--- src/hw/rtl/srsw_pkg.sv ---
// Shared types, codes and helpers of the selective-repeat sender window.
// No dependencies; imported by srsw_ctrl, srsw_dp and the top level.
package srsw_pkg;

  localparam int PIECES      = 16;
  localparam int CHUNK_SHIFT = 14;
  localparam int CHUNK_LEN   = 16384;
  localparam int LD_STEPS    = 18;  // length setup, 17 count steps, then commit

  localparam int IN_DW  = 80;
  localparam int OUT_DW = 48;

  localparam logic [1:0] OP_START = 2'd0;
  localparam logic [1:0] OP_ACK   = 2'd1;
  localparam logic [1:0] OP_TICK  = 2'd2;

  localparam logic [1:0] ST_OK      = 2'd0;
  localparam logic [1:0] ST_REFUSED = 2'd1;
  localparam logic [1:0] ST_IGNORED = 2'd2;

  localparam logic KIND_PIECE  = 1'b0;
  localparam logic KIND_STATUS = 1'b1;

  localparam logic [2:0] CFG_TOTAL  = 3'd0;
  localparam logic [2:0] CFG_STRIDE = 3'd1;
  localparam logic [2:0] CFG_RETX   = 3'd2;
  localparam logic [2:0] CFG_FAST   = 3'd3;
  localparam logic [2:0] CFG_BURST  = 3'd4;

  typedef struct packed {
    logic       latch;
    logic       arm;
    logic       jump;
    logic       shift;
    logic       ld_all;
    logic       ld_run;
    logic       ack_apply;
    logic       push_status;
    logic [1:0] code;
    logic       sc_init;
    logic       sc_next_slot;
    logic       sc_next_piece;
    logic       sc_read;
    logic       sc_take;
    logic       sc_flush;
  } srsw_cmd_t;

  typedef struct packed {
    logic [1:0] op;
    logic       active;
    logic       start_bad;
    logic       ack_bad;
    logic       at_frontier;
    logic       far_jump;
    logic       ld_fin;
    logic       sc_end;
    logic       sc_skip_slot;
    logic       sc_skip_piece;
    logic       sc_emit;
    logic       pend_valid;
    logic       out_free;
  } srsw_stat_t;

  // zero means never sent, so a zero clock reading is stored as one
  function automatic logic [31:0] stamp(input logic [31:0] t);
    return (t == 32'd0) ? 32'd1 : t;
  endfunction

endpackage

--- src/hw/rtl/srsw_ctrl.sv ---
// Sequencing state machine of the sender window.
// Depends on srsw_pkg; drives srsw_dp through command/status structs.
module srsw_ctrl (
  input  logic               clk,
  input  logic               rst_n,
  input  logic               in_tvalid,
  output logic               in_tready,
  input  srsw_pkg::srsw_stat_t stat,
  output srsw_pkg::srsw_cmd_t  cmd
);
  import srsw_pkg::*;

  typedef enum logic [11:0] {
    S_IDLE    = 12'b000000000001,
    S_DECODE  = 12'b000000000010,
    S_ARM     = 12'b000000000100,
    S_JUMP    = 12'b000000001000,
    S_SHIFT   = 12'b000000010000,
    S_LDA     = 12'b000000100000,
    S_LOAD    = 12'b000001000000,
    S_ACK     = 12'b000010000000,
    S_PUSH    = 12'b000100000000,
    S_SC_ADDR = 12'b001000000000,
    S_SC_EVAL = 12'b010000000000,
    S_FLUSH   = 12'b100000000000
  } state_t;

  state_t     state_r, state_nxt;
  state_t     ret_r, ret_nxt;
  logic [1:0] code_r, code_nxt;

  assign in_tready = (state_r == S_IDLE);

  always_comb begin
    state_nxt = state_r;
    ret_nxt   = ret_r;
    code_nxt  = code_r;
    cmd       = '0;
    cmd.code  = code_r;
    unique case (state_r)
      S_IDLE: begin
        if (in_tvalid) begin
          cmd.latch = 1'b1;
          state_nxt = S_DECODE;
        end
      end
      S_DECODE: begin
        unique case (stat.op)
          OP_START: begin
            if (stat.start_bad) begin
              code_nxt  = ST_REFUSED;
              state_nxt = S_PUSH;
            end else begin
              state_nxt = S_ARM;
            end
          end
          OP_ACK: begin
            if (stat.ack_bad) begin
              code_nxt  = ST_IGNORED;
              state_nxt = S_PUSH;
            end else if (stat.at_frontier) begin
              state_nxt = S_ACK;
            end else if (stat.far_jump) begin
              state_nxt = S_JUMP;
            end else begin
              state_nxt = S_SHIFT;
            end
          end
          OP_TICK: begin
            if (stat.active) begin
              cmd.sc_init = 1'b1;
              state_nxt   = S_SC_ADDR;
            end else begin
              state_nxt = S_IDLE;
            end
          end
          default: state_nxt = S_IDLE;
        endcase
      end
      S_ARM: begin
        cmd.arm   = 1'b1;
        code_nxt  = ST_OK;
        ret_nxt   = S_PUSH;
        state_nxt = S_LDA;
      end
      S_JUMP: begin
        cmd.jump  = 1'b1;
        ret_nxt   = S_DECODE;
        state_nxt = S_LDA;
      end
      S_SHIFT: begin
        cmd.shift = 1'b1;
        ret_nxt   = S_DECODE;
        state_nxt = S_LOAD;
      end
      S_LDA: begin
        cmd.ld_all = 1'b1;
        state_nxt  = S_LOAD;
      end
      S_LOAD: begin
        cmd.ld_run = 1'b1;
        if (stat.ld_fin) state_nxt = ret_r;
      end
      S_ACK: begin
        cmd.ack_apply = 1'b1;
        code_nxt      = ST_OK;
        state_nxt     = S_PUSH;
      end
      S_PUSH: begin
        if (stat.out_free) begin
          cmd.push_status = 1'b1;
          state_nxt       = S_IDLE;
        end
      end
      S_SC_ADDR: begin
        if (stat.sc_end) begin
          state_nxt = S_FLUSH;
        end else if (stat.sc_skip_slot) begin
          cmd.sc_next_slot = 1'b1;
        end else if (stat.sc_skip_piece) begin
          cmd.sc_next_piece = 1'b1;
        end else begin
          cmd.sc_read = 1'b1;
          state_nxt   = S_SC_EVAL;
        end
      end
      S_SC_EVAL: begin
        if (!stat.sc_emit) begin
          cmd.sc_next_piece = 1'b1;
          state_nxt         = S_SC_ADDR;
        end else if (!stat.pend_valid || stat.out_free) begin
          cmd.sc_take = 1'b1;
          state_nxt   = S_SC_ADDR;
        end
      end
      S_FLUSH: begin
        if (!stat.pend_valid) begin
          state_nxt = S_IDLE;
        end else if (stat.out_free) begin
          cmd.sc_flush = 1'b1;
          state_nxt    = S_IDLE;
        end
      end
      default: state_nxt = S_IDLE;
    endcase
  end

  always_ff @(posedge clk) begin
    if (!rst_n) begin
      state_r <= S_IDLE;
      ret_r   <= S_IDLE;
      code_r  <= ST_OK;
    end else begin
      state_r <= state_nxt;
      ret_r   <= ret_nxt;
      code_r  <= code_nxt;
    end
  end

endmodule

--- config.mk ---
export PLATFORM = sky130hd
export DESIGN_NAME = srsw_ctrl
export DESIGN_NICKNAME = d
export VERILOG_FILES = /design/src/hw/rtl/srsw_pkg.sv /design/src/hw/rtl/srsw_ctrl.sv
export SDC_FILE = /design/constraint.sdc
export NUM_CORES = 1
export LEC_CHECK = 0
export BUFFER_PORTS_ARGS = -buffer_cell sky130_fd_sc_hd__buf_2
export CAP_MARGIN = 30
export CORE_MARGIN = 1
export CORE_UTILIZATION = 40
export DETAILED_ROUTE_END_ITERATION = 8
export SYNTH_ARGS = -nofsm -noshare
export SYNTH_HDL_FRONTEND = slang
export SYNTH_SLANG_ARGS = --single-unit
--- constraint.sdc ---
create_clock -name clk -period 6 [get_ports clk]
set_clock_uncertainty 0.05 [all_clocks]
set_input_delay 1.2 -clock clk [delete_from_list [all_inputs] [get_ports clk]]
set_output_delay 1.2 -clock clk [all_outputs]
set_load 0.03 [all_outputs]
Word level (Yosys, flattened, before mapping)
Index checks and enable logic that the tools add are counted.
{"block": "op_classes", "muxes": 48, "eq_ne": 22, "reduce_logical": 11}
{"op": "case mux 12 bit (10 select lines)", "n": 1}
{"op": "2-to-1 mux 12 bit", "n": 9}
{"op": "case mux 12 bit (3 select lines)", "n": 1}
{"op": "2-to-1 mux 1 bit", "n": 24}
{"op": "case mux 12 bit (2 select lines)", "n": 1}
{"op": "2-to-1 mux 9 bit", "n": 2}
{"op": "inequality test 3 bit, second input constant", "n": 5}
{"op": "== test 12 x 1 -> 1 bit, second input constant", "n": 1}
{"op": "== test 12 x 10 -> 1 bit, second input constant", "n": 1}
{"op": "== test 12 x 11 -> 1 bit, second input constant", "n": 1}
{"op": "== test 12 bit, second input constant", "n": 1}
{"op": "== test 12 x 2 -> 1 bit, second input constant", "n": 1}
{"op": "== test 12 x 3 -> 1 bit, second input constant", "n": 1}
{"op": "== test 12 x 4 -> 1 bit, second input constant", "n": 1}
{"op": "== test 12 x 5 -> 1 bit, second input constant", "n": 1}
{"op": "== test 12 x 6 -> 1 bit, second input constant", "n": 1}
{"op": "== test 12 x 7 -> 1 bit, second input constant", "n": 1}
{"op": "== test 12 x 8 -> 1 bit, second input constant", "n": 1}
{"op": "== test 12 x 9 -> 1 bit, second input constant", "n": 1}
{"op": "2-to-1 mux 10 bit", "n": 1}
{"op": "2-to-1 mux 8 bit", "n": 1}
{"op": "case mux 2 bit (2 select lines)", "n": 2}
{"op": "OR reduction 2 bit", "n": 4}
{"op": "2-to-1 mux 2 bit", "n": 3}
{"op": "13 further kinds", "n": 15}
{"block": "totals", "elab_cells": 84, "ff_bits": 26}

Longest topological paths before layout
Gate-level depths: netlist of run 1.
{"block": "logic_depth", "depth_word": 5, "depth_mapped": 6, "depth_no_buf": 5}

Worst setup path before layout of run 1
No wires, ideal clock.
{"block": "synth_timing", "path_type": "register to output", "startpoint": "reg state_r[6]", "endpoint": "out cmd[15] (netlist bit)", "arrival_ps": 2302, "path_stages_with_launch": 6, "path_slack_ps": 2448, "cell_sequence": "dfxtp_1 buf_6 nor4_4 nand3_1 nor3b_1 and2_1"}
{"item": "start, declared", "line_no": "srsw_ctrl.sv:28", "rtl": "state_t state_r, state_nxt;"}
{"item": "start signal, assigned", "line_no": "srsw_ctrl.sv:154", "rtl": "state_r <= state_nxt;"}
{"item": "end, declared", "line_no": "srsw_ctrl.sv:9", "rtl": "output srsw_pkg::srsw_cmd_t cmd"}

==> impl_metrics.tcl, run 1 <==
set metrics [dict create \
    violations "design-rule violations" \
    layout_common_cells "33 x buf_2, 19 x nor2_1, 17 x dfxtp_1" \
    layout-area-overhead-vs-synth_pct 15.7 \
    power_frac_seq_pct 39.2 \
    start_util_pct 43.7 \
    timing.rr.end "state_r[1]" \
    ir_worst_vdd_uv 103 \
    hold_viol 0 \
    syn-num-nets 179 \
    hold_buffers 0 \
    wl_mm 3.41 \
    clkPwrFrac_pct 18.1 \
    setup_violations 0 \
    ys_ff_latch 17 \
    vias 1298 \
    critPathBufInv 1 \
    synth_top_family_by_area "simple AND/OR/NAND/NOR gates" \
    dpl_cell_area_sq_um 1430 \
    antenna_found_initial 0 \
    min_period_over_period_pct 59.9 \
    grt_overflow 0 \
    cts.clk_slew.worst_paths_ps 110 \
    synth_cell_types 52 \
    grt_max_degree 12 \
    core_area_sq_um 2880 \
    drive_above_1_share_pct 25.3 \
    drc 4 \
    r2r-start "state_r[6]" \
    worstRegToRegCells 5 \
    tns_ps 0 \
    synth_edf_count 0 \
    worst_pin_slew_ps 655 \
    post_cts.repair.setup_buffers 0 \
    diodes 0 \
    first_global_vias 1255 \
    gp_routability_congestion 0.810 \
    worstSetupPathType "flop to output port" \
    synth_area_sq_um 1260 \
    ys_seq_area_share_pct 27.1 \
    clock.fmax_mhz 278 \
    yosys.area_share.xor_xnor_pct 4.18 \
    ys.flop_type "dfxtp_1" \
    cts_root_buf "clkbuf_4" \
    relSlewSlack_pct 55.8 \
    post_drt_wl_per_cell_um 14.7 \
    p_leak_nw 0.626 \
    pin_count 34 \
    place_hpwl_mm 2.68 \
    cap_violations 0 \
    grt_pass1_wl_mm 5.58 \
    clockBufferDepth 2 \
    synth_compound_area_share_pct 18.6 \
    combPwrFrac_pct 42.7 \
    die_w_um 58.1 \
    rows 19 \
    worst_setup_path_start_kind "flop" \
    port_buffers 33 \
    clkLatencyLatePin_ps 290 \
    drt_iter0_drc 33 \
    hp-class "flop to flop" \
    fin_nets 208 \
    synth-simple-area-share_pct 41.7 \
    postRouteAntennaNets 0 \
    avgSynthCellArea_sq_um 7.76 \
    worst-r2r-setup-slack_ps 3870 \
    crit_arrival_ps 2340 \
    cts.sink_count 17 \
    swShare_pct 43.2 \
    synth-adder-area-share_pct 0 \
    total_power_mw 0.355 \
    synth-warning-count 0 \
    p_per_area_nw_per_um2 244 \
    max_stage_delay_ps 480 \
    track_usage_pct 21.4 \
    crit_chain "nor4_4 > nand2_1 > or3_1 > o22ai_1 > buf_2" \
    drtPass1Iterations 6 \
    cts_made_buffers 3 \
    intPower_mw 0.202 \
    htreeDepth 1 \
    status "complete, but fails checks" \
    finalInstanceArea_sq_um 1460 \
    drv_slew 0 \
    crit_fanout 10 \
    cts_resized 0 \
    rsz0062_at_grt "false" \
    crit_required_ps 4750 \
    die_y_um 58.1 \
    switchingPower_mw 0.153 \
    cp_top_family "simple AND/OR/NAND/NOR gates" \
    async_flop_share_pct 0 \
    synth_mux_area_share_pct 0.796 \
    critPathSlowestCell "nor4_4" \
    endpoint_kind "output port" \
    path_depth 5 \
    synth_cells 162 \
    final_common_cell "buf_2" \
    endpoint "cmd[3]" \
    fin_crit_ps 3590 \
    die_area_sq_um 3370 \
    cts_tree "yes" \
    vias_per_cell 5.59 \
    startpoint "state_r[6]" \
]
## metal layers
metal,up-vias,global-route usage [%],part of all wire [%]
li1,646,-,-
met1,610,25.3,42
met2,34,38.4,50
met3,8,4.24,5.1
met4,0,7.48,2.4
met5,-,0,0
## registers in the layout, summed over array words and instances (netlist names)
signal,cells
ret_r,3
code_r,2
state_r,12
## how the worst min path moves through the flow
| stage | from | to | slack, ps | cells past startpoint |
|---|---|---|---|---|
| CTS | ret_r[0] | ret_r[0] | 430 | 2 |
| finish | code_r[0] | code_r[0] | 420 | 2 |
| detailed placement | ret_r[0] | ret_r[0] | 410 | 2 |
| global route | code_r[0] | code_r[0] | 460 | 2 |
| floorplan | ret_r[0] | ret_r[0] | 390 | 2 |
| global placement | code_r[0] | code_r[0] | 400 | 2 |
## cell families (layout without fill, tap and decap cells)
logic type      count (synthesis)  count (layout)
buf+inv                        22              50
compound gates                 33              33
mux                             1               1
simple gates                   83              83
xor+xnor                        6               6
flops                          17              17
## metrics by stage
| step | hold WS, ps | worst slack, ps | util (%) | std cells |
|---|---|---|---|---|
| 2_1_floorplan | 389 | 2450 | - | 162 |
| 3_3_place_gp | 396 | 2590 | 49.6 | 228 |
| 3_5_place_dp | 407 | 2550 | 49.6 | 228 |
| 4_1_cts | 426 | 2380 | 50.6 | 232 |
| 5_1_grt | 457 | 2220 | 50.6 | 232 |
| 6_report | 420 | 2410 | 50.6 | 232 |
## area by class of cell
class / count / area (sq um)
Clock buffer: 3 / 22.5
Clock inverter: 1 / 5.00
Fill cell: 303 / 1420
Inverter: 13 / 48.8
Multi-Input combinational cell: 123 / 821
Sequential cell: 17 / 340
Tap cell: 42 / 52.6
Timing Repair Buffer: 33 / 165
## Yosys cell counts, types with 2 or more instances
cell type	n	share of area, %
buf_2	4	1.6
o22a_1	2	1.4
dfxtp_1	17	27
nand2_1	7	2.1
nor4_4	2	3.4
o31ai_1	2	1.2
xnor2_1	2	1.4
nand2b_1	5	2.5
nor2b_1	2	0.99
nand3_1	9	3.6
nand4_1	5	2.5
a211o_1	2	1.4
nor4b_1	3	2.1
inv_1	13	3.9
nor4_2	2	2.0
a31oi_1	2	0.99
o21ai_0	5	2.0
nor3b_1	7	4.2
or3_1	2	0.99
or3_4	2	1.8
nor2_1	19	5.7
nor3_1	5	2.0
a21oi_1	8	3.2
clkbuf_1	2	0.60
xor2_1	4	2.8
nor4_1	3	1.5
## power by group through the flow
| stage | Sequential [mW] | Clock, mW | Combinational, mW |
|---|---|---|---|
| final | 0.139 | 0.0643 | 0.152 |
| after global routing | 0.141 | 0.0725 | 0.164 |
| after CTS | 0.140 | 0.0681 | 0.150 |
| after detailed placement | 0.142 | 0 | 0.150 |
| after global placement | 0.142 | 0 | 0.146 |
| after floorplan | 0.125 | 0 | 0.129 |
## worst min-delay path: stages, from the launching register on
cell     delay (ps)
dfxtp_1         330
nand3_1          60
o21ai_1          50
(Power assumes the default switching activity.)
==> run 2: changes to the inputs <==
==> constraint.sdc (replaced) <==
create_clock -name clk -period 3.5 [get_ports clk]
set_clock_uncertainty 0.05 [all_clocks]
set_input_delay 0.7 -clock clk [delete_from_list [all_inputs] [get_ports clk]]
set_output_delay 0.7 -clock clk [all_outputs]
set_load 0.03 [all_outputs]
==> impl_metrics.tcl, run 2 (synthesis results as in run 1) <==
set metrics [dict create \
    seqCellArea_sq_um 340 \
    fin_nets 208 \
    final_common_cell "buf_2" \
    clkLatencyLatePin_ps 300 \
    top_regs "state_r (12), ret_r (3), code_r (2)" \
    first_global_vias 1208 \
    die_w_um 58.1 \
    violations "design-rule violations" \
    multi_input_area_sq_um 821 \
    endpoint_kind "output port" \
    setup_violations 0 \
    top_register "state_r" \
    core_area_sq_um 2880 \
    cts_root_buf "clkbuf_4" \
    largest_reg_flops 12 \
    hp-class "flop to flop" \
    timing.rr.end "state_r[1]" \
    worstRegToRegCells 5 \
    worst-r2r-setup-slack_ps 1360 \
    gp_routability_congestion 0.814 \
    max_stage_delay_ps 470 \
    pin_count 34 \
    total_power_mw 0.610 \
    drv_slew 0 \
    cap_violations 0 \
    post_cts.repair.setup_buffers 0 \
    clock.fmax_mhz 326 \
    antenna_found_initial 0 \
    cts_resized 0 \
    p_leak_nw 0.623 \
    crit_chain "nor4_4 > nand2_1 > or3_1 > nand2b_1 > inv_1 > buf_2" \
    grt_pass1_wl_mm 5.51 \
    drive_above_1_share_pct 24.7 \
    track_usage_pct 21.3 \
    place_ws_ps 785 \
    p_per_area_nw_per_um2 419 \
    r2r-start "state_r[6]" \
    port_buffers 33 \
    tns_ps 0 \
    cp_top_family "simple AND/OR/NAND/NOR gates" \
    layout-area-overhead-vs-synth_pct 15.6 \
    vias 1296 \
    endpoint "cmd[2]" \
    critPathSlowestCell "nor4_4" \
    crit_required_ps 2750 \
    rsz0062_at_grt "false" \
    crit_fanout 10 \
    crit_arrival_ps 2310 \
    layout_common_cells "33 x buf_2, 19 x nor2_1, 17 x dfxtp_1" \
    worstSetupPathType "flop to output port" \
    critPathBufInv 2 \
    setup_slack_ps 437 \
    min_period_over_period_pct 87.5 \
    grt_max_degree 12 \
    startpoint "state_r[6]" \
    diodes 0 \
    hold_viol 0 \
    cts.sink_count 17 \
    worst_pin_slew_ps 695 \
    rows 19 \
    die_y_um 58.1 \
    ir_worst_vdd_uv 180 \
    drt_iter0_drc 45 \
    post_drt_wl_per_cell_um 14.4 \
    postRouteAntennaNets 0 \
    vias_per_cell 5.59 \
    path_depth 6 \
    worst_setup_path_start_kind "flop" \
    drtPass1Iterations 6 \
    fin_crit_ps 3060 \
    drc 4 \
    wl_mm 3.33 \
    grt_overflow 0 \
    status "complete, but fails checks" \
    die_area_sq_um 3370 \
    nFillCells 313 \
    htreeDepth 1 \
    clockBufferDepth 2 \
    relSlewSlack_pct 53.0 \
    hold_buffers 0 \
    start_util_pct 43.7 \
    cts_made_buffers 3 \
    cts.clk_slew.worst_paths_ps 110 \
    cts_tree "yes" \
    place_hpwl_mm 2.65 \
]
run 2: cell count changes in the layout (fill, tap and decap cells not counted), sizes merged:
cell	before	now
clkinv	1	0
clkbuf	3	4
run 2: per-layer routing:
metal  wire [um]  track usage [%]  vias up  share of wire (%)
li1            -                -      646                  -
met1        1540             25.8      608                 46
met2        1620             38.1       37                 48
met3         136             3.13        5                4.1
met4          41             7.48        0                1.2
met5           0                0        -                  0
run 2: how the worst min path moves through the flow:
stage / startpoint / end / slack [ps] / cells past startpoint
final: code_r[0] / code_r[0] / 410 / 2
after global routing: code_r[0] / code_r[0] / 460 / 2
after CTS: code_r[0] / code_r[0] / 420 / 2
after detailed placement: code_r[0] / code_r[0] / 400 / 2
after global placement: code_r[0] / code_r[0] / 390 / 2
after floorplan: ret_r[0] / ret_r[0] / 390 / 2
run 2: metrics by stage:
| step | hold WS (ps) | instances | util [%] | cell area, sq um |
|---|---|---|---|---|
| floorplan | 389 | 162 | - | 1260 |
| global placement | 395 | 228 | 49.6 | 1430 |
| detailed placement | 403 | 228 | 49.6 | 1430 |
| CTS | 418 | 232 | 50.5 | 1450 |
| global route | 457 | 232 | 50.5 | 1450 |
| finish | 411 | 232 | 50.5 | 1450 |
run 2: worst register-to-register path, cell delays in order (launching register included):
cell and delay (ps):
dfxtp_1 440, nor4_4 470, nand2_1 200, or3_1 460, o211ai_2 270, nor3_1 100
run 2: layout make-up:
class                      count  share of cell area, %
multi-input combinational    123                   56.5
sequential                    17                   23.4
timing repair buffer          33                   11.4
tap                           42                   3.61
inverter                      13                   3.36
clock buffer                   4                   1.81
run 2: power by group:
part | internal (mW) | switching (mW)
clock network | 0.0444 | 0.0680
logic | 0.0975 | 0.162
registers | 0.206 | 0.0318
total | 0.348 | 0.262
==> run 3: changes to the inputs <==
--- a/config.mk
+++ b/config.mk
@@ -10,6 +10,8 @@
 export CORE_MARGIN = 1
 export CORE_UTILIZATION = 40
 export DETAILED_ROUTE_END_ITERATION = 8
+export GPL_TIMING_DRIVEN = 0
+export PLACE_DENSITY = 0.76
 export SYNTH_ARGS = -nofsm -noshare
 export SYNTH_HDL_FRONTEND = slang
 export SYNTH_SLANG_ARGS = --single-unit
==> impl_metrics.tcl, run 3 (synthesis results as in run 1) <==
set metrics [dict create \
    drive_above_1_share_pct 26.8 \
    setup_slack_ps 403 \
    cts_root_buf "clkbuf_4" \
    swShare_pct 43.1 \
    grt_use_met2_pct 30.0 \
    start_util_pct 43.7 \
    fin_nets 216 \
    clockBufferDepth 2 \
    drc 3 \
    violations "design-rule violations" \
    htreeDepth 1 \
    crit_fanout 10 \
    port_buffers 32 \
    antenna_found_initial 0 \
    drv_slew 0 \
    vias_per_cell 5.33 \
    worstSetupPathType "flop to output port" \
    p_per_area_nw_per_um2 414 \
    post_cts.repair.setup_buffers 0 \
    hold_viol 0 \
    fin_crit_ps 3100 \
    worst_pin_slew_ps 689 \
    die_area_sq_um 3370 \
    hold-worst-slack_ps 425 \
    core_area_sq_um 2880 \
    setup_violations 0 \
    cts_tree "yes" \
    layout-area-overhead-vs-synth_pct 19.1 \
    track_usage_pct 20.3 \
    diodes 0 \
    grt_max_degree 11 \
    cp_top_family "simple AND/OR/NAND/NOR gates" \
    cts_resized 0 \
    clock.fmax_mhz 323 \
    crit_arrival_ps 2350 \
    first_global_vias 1192 \
    place_hpwl_mm 2.35 \
    ir_worst_vdd_uv 351 \
    crit_chain "buf_6 > nor4_4 > nand2_1 > or3_1 > nand2b_1 > inv_1 > buf_2" \
    postRouteAntennaNets 0 \
    min_period_over_period_pct 88.5 \
    die_y_um 58.1 \
    place_ws_ps 767 \
    grt_overflow 0 \
    vias 1280 \
    pin_count 34 \
    final_common_cell "buf_2" \
    wl_mm 3.07 \
    switchingPower_mw 0.267 \
    cts.sink_count 17 \
    critPathBufInv 3 \
    status "complete, but fails checks" \
    top_register "state_r" \
    crit_required_ps 2750 \
    largest_reg_flops 12 \
    tns_ps 0 \
    post_drt_wl_per_cell_um 12.8 \
    power_frac_seq_pct 33.7 \
    total_power_mw 0.620 \
    clkPwrFrac_pct 17.9 \
    endpoint_kind "output port" \
    cts_made_buffers 3 \
    gr-usage-met1_pct 29.6 \
    max_stage_delay_ps 470 \
    p_leak_nw 0.657 \
    clkLatencyLatePin_ps 300 \
    relSlewSlack_pct 53.4 \
    layout_common_cells "36 x buf_2, 19 x nor2_1, 17 x dfxtp_1" \
    gr-usage-met3_pct 2.68 \
    rsz0062_at_grt "false" \
    gp_routability_congestion 0.917 \
    cap_violations 0 \
    grt_pass1_wl_mm 5.31 \
    hold_buffers 0 \
    die_w_um 58.1 \
    hp-class "flop to flop" \
    drt_iter0_drc 51 \
    drtPass1Iterations 6 \
    combPwrFrac_pct 48.5 \
    intPower_mw 0.353 \
    worst_setup_path_start_kind "flop" \
    cts.clk_slew.worst_paths_ps 100 \
    rows 19 \
    critPathSlowestCell "nor4_4" \
    nFillCells 303 \
    top_regs "state_r (12), ret_r (3), code_r (2)" \
    grt.busiest_layer "met2" \
]
## run 3: cell count changes in the layout (fill, tap and decap cells not counted)
cell | previous run | this run
buf_2 | 33 | 36
clkbuf_1 | 1 | 2
clkbuf_2 | 0 | 1
buf_6 | 0 | 1
clkinv_2 | 0 | 1
buf_1 | 0 | 1
## run 3: final timing paths
kind	cells past startpoint	slack (ps)	startpoint	to
setup reg to reg	6	1360	state_r[6]	state_r[1]
setup / recovery	7	400	state_r[6]	cmd[2]
hold reg to reg	2	420	ret_r[0]	ret_r[0]
hold / removal	2	420	ret_r[0]	ret_r[0]
## run 3: layout make-up
type                       instances  area [sq um]  share of cell area (%)
buffer                             9          47.5                    3.17
clock buffer                       3          22.5                    1.50
clock inverter                     1          5.00                   0.334
inverter                          13          48.8                    3.26
multi-input combinational        123           821                    54.8
sequential                        17           340                    22.7
tap                               42          52.6                    3.51
timing repair buffer              32           160                    10.7
## run 3: tightest hold or removal path: stages, from the launching register on
cell and delay [ps]:
dfxtp_1 330, inv_1 50, o31ai_1 60
## run 3: layer usage
layer	routed length, um	part of all wire (%)	up-vias
met5	0	0	-
met4	51	1.7	0
met3	149	4.8	5
met2	1290	42	33
met1	1580	51	580
li1	-	-	662
## run 3: power groups by stage
stage | clock network [mW] | logic [mW] | registers, mW
after floorplan | 0 | 0.221 | 0.214
after global placement | 0 | 0.291 | 0.213
after detailed placement | 0 | 0.295 | 0.213
after CTS | 0.115 | 0.296 | 0.209
after global routing | 0.122 | 0.325 | 0.209
final | 0.111 | 0.301 | 0.209
## run 3: stage by stage
stage,instance area (sq um),instances,utilization (%)
final,1500,240,52.1
after global routing,1500,240,52.1
after CTS,1500,240,52.1
after detailed placement,1470,236,51.1
after global placement,1470,236,51.1
after floorplan,1260,162,-
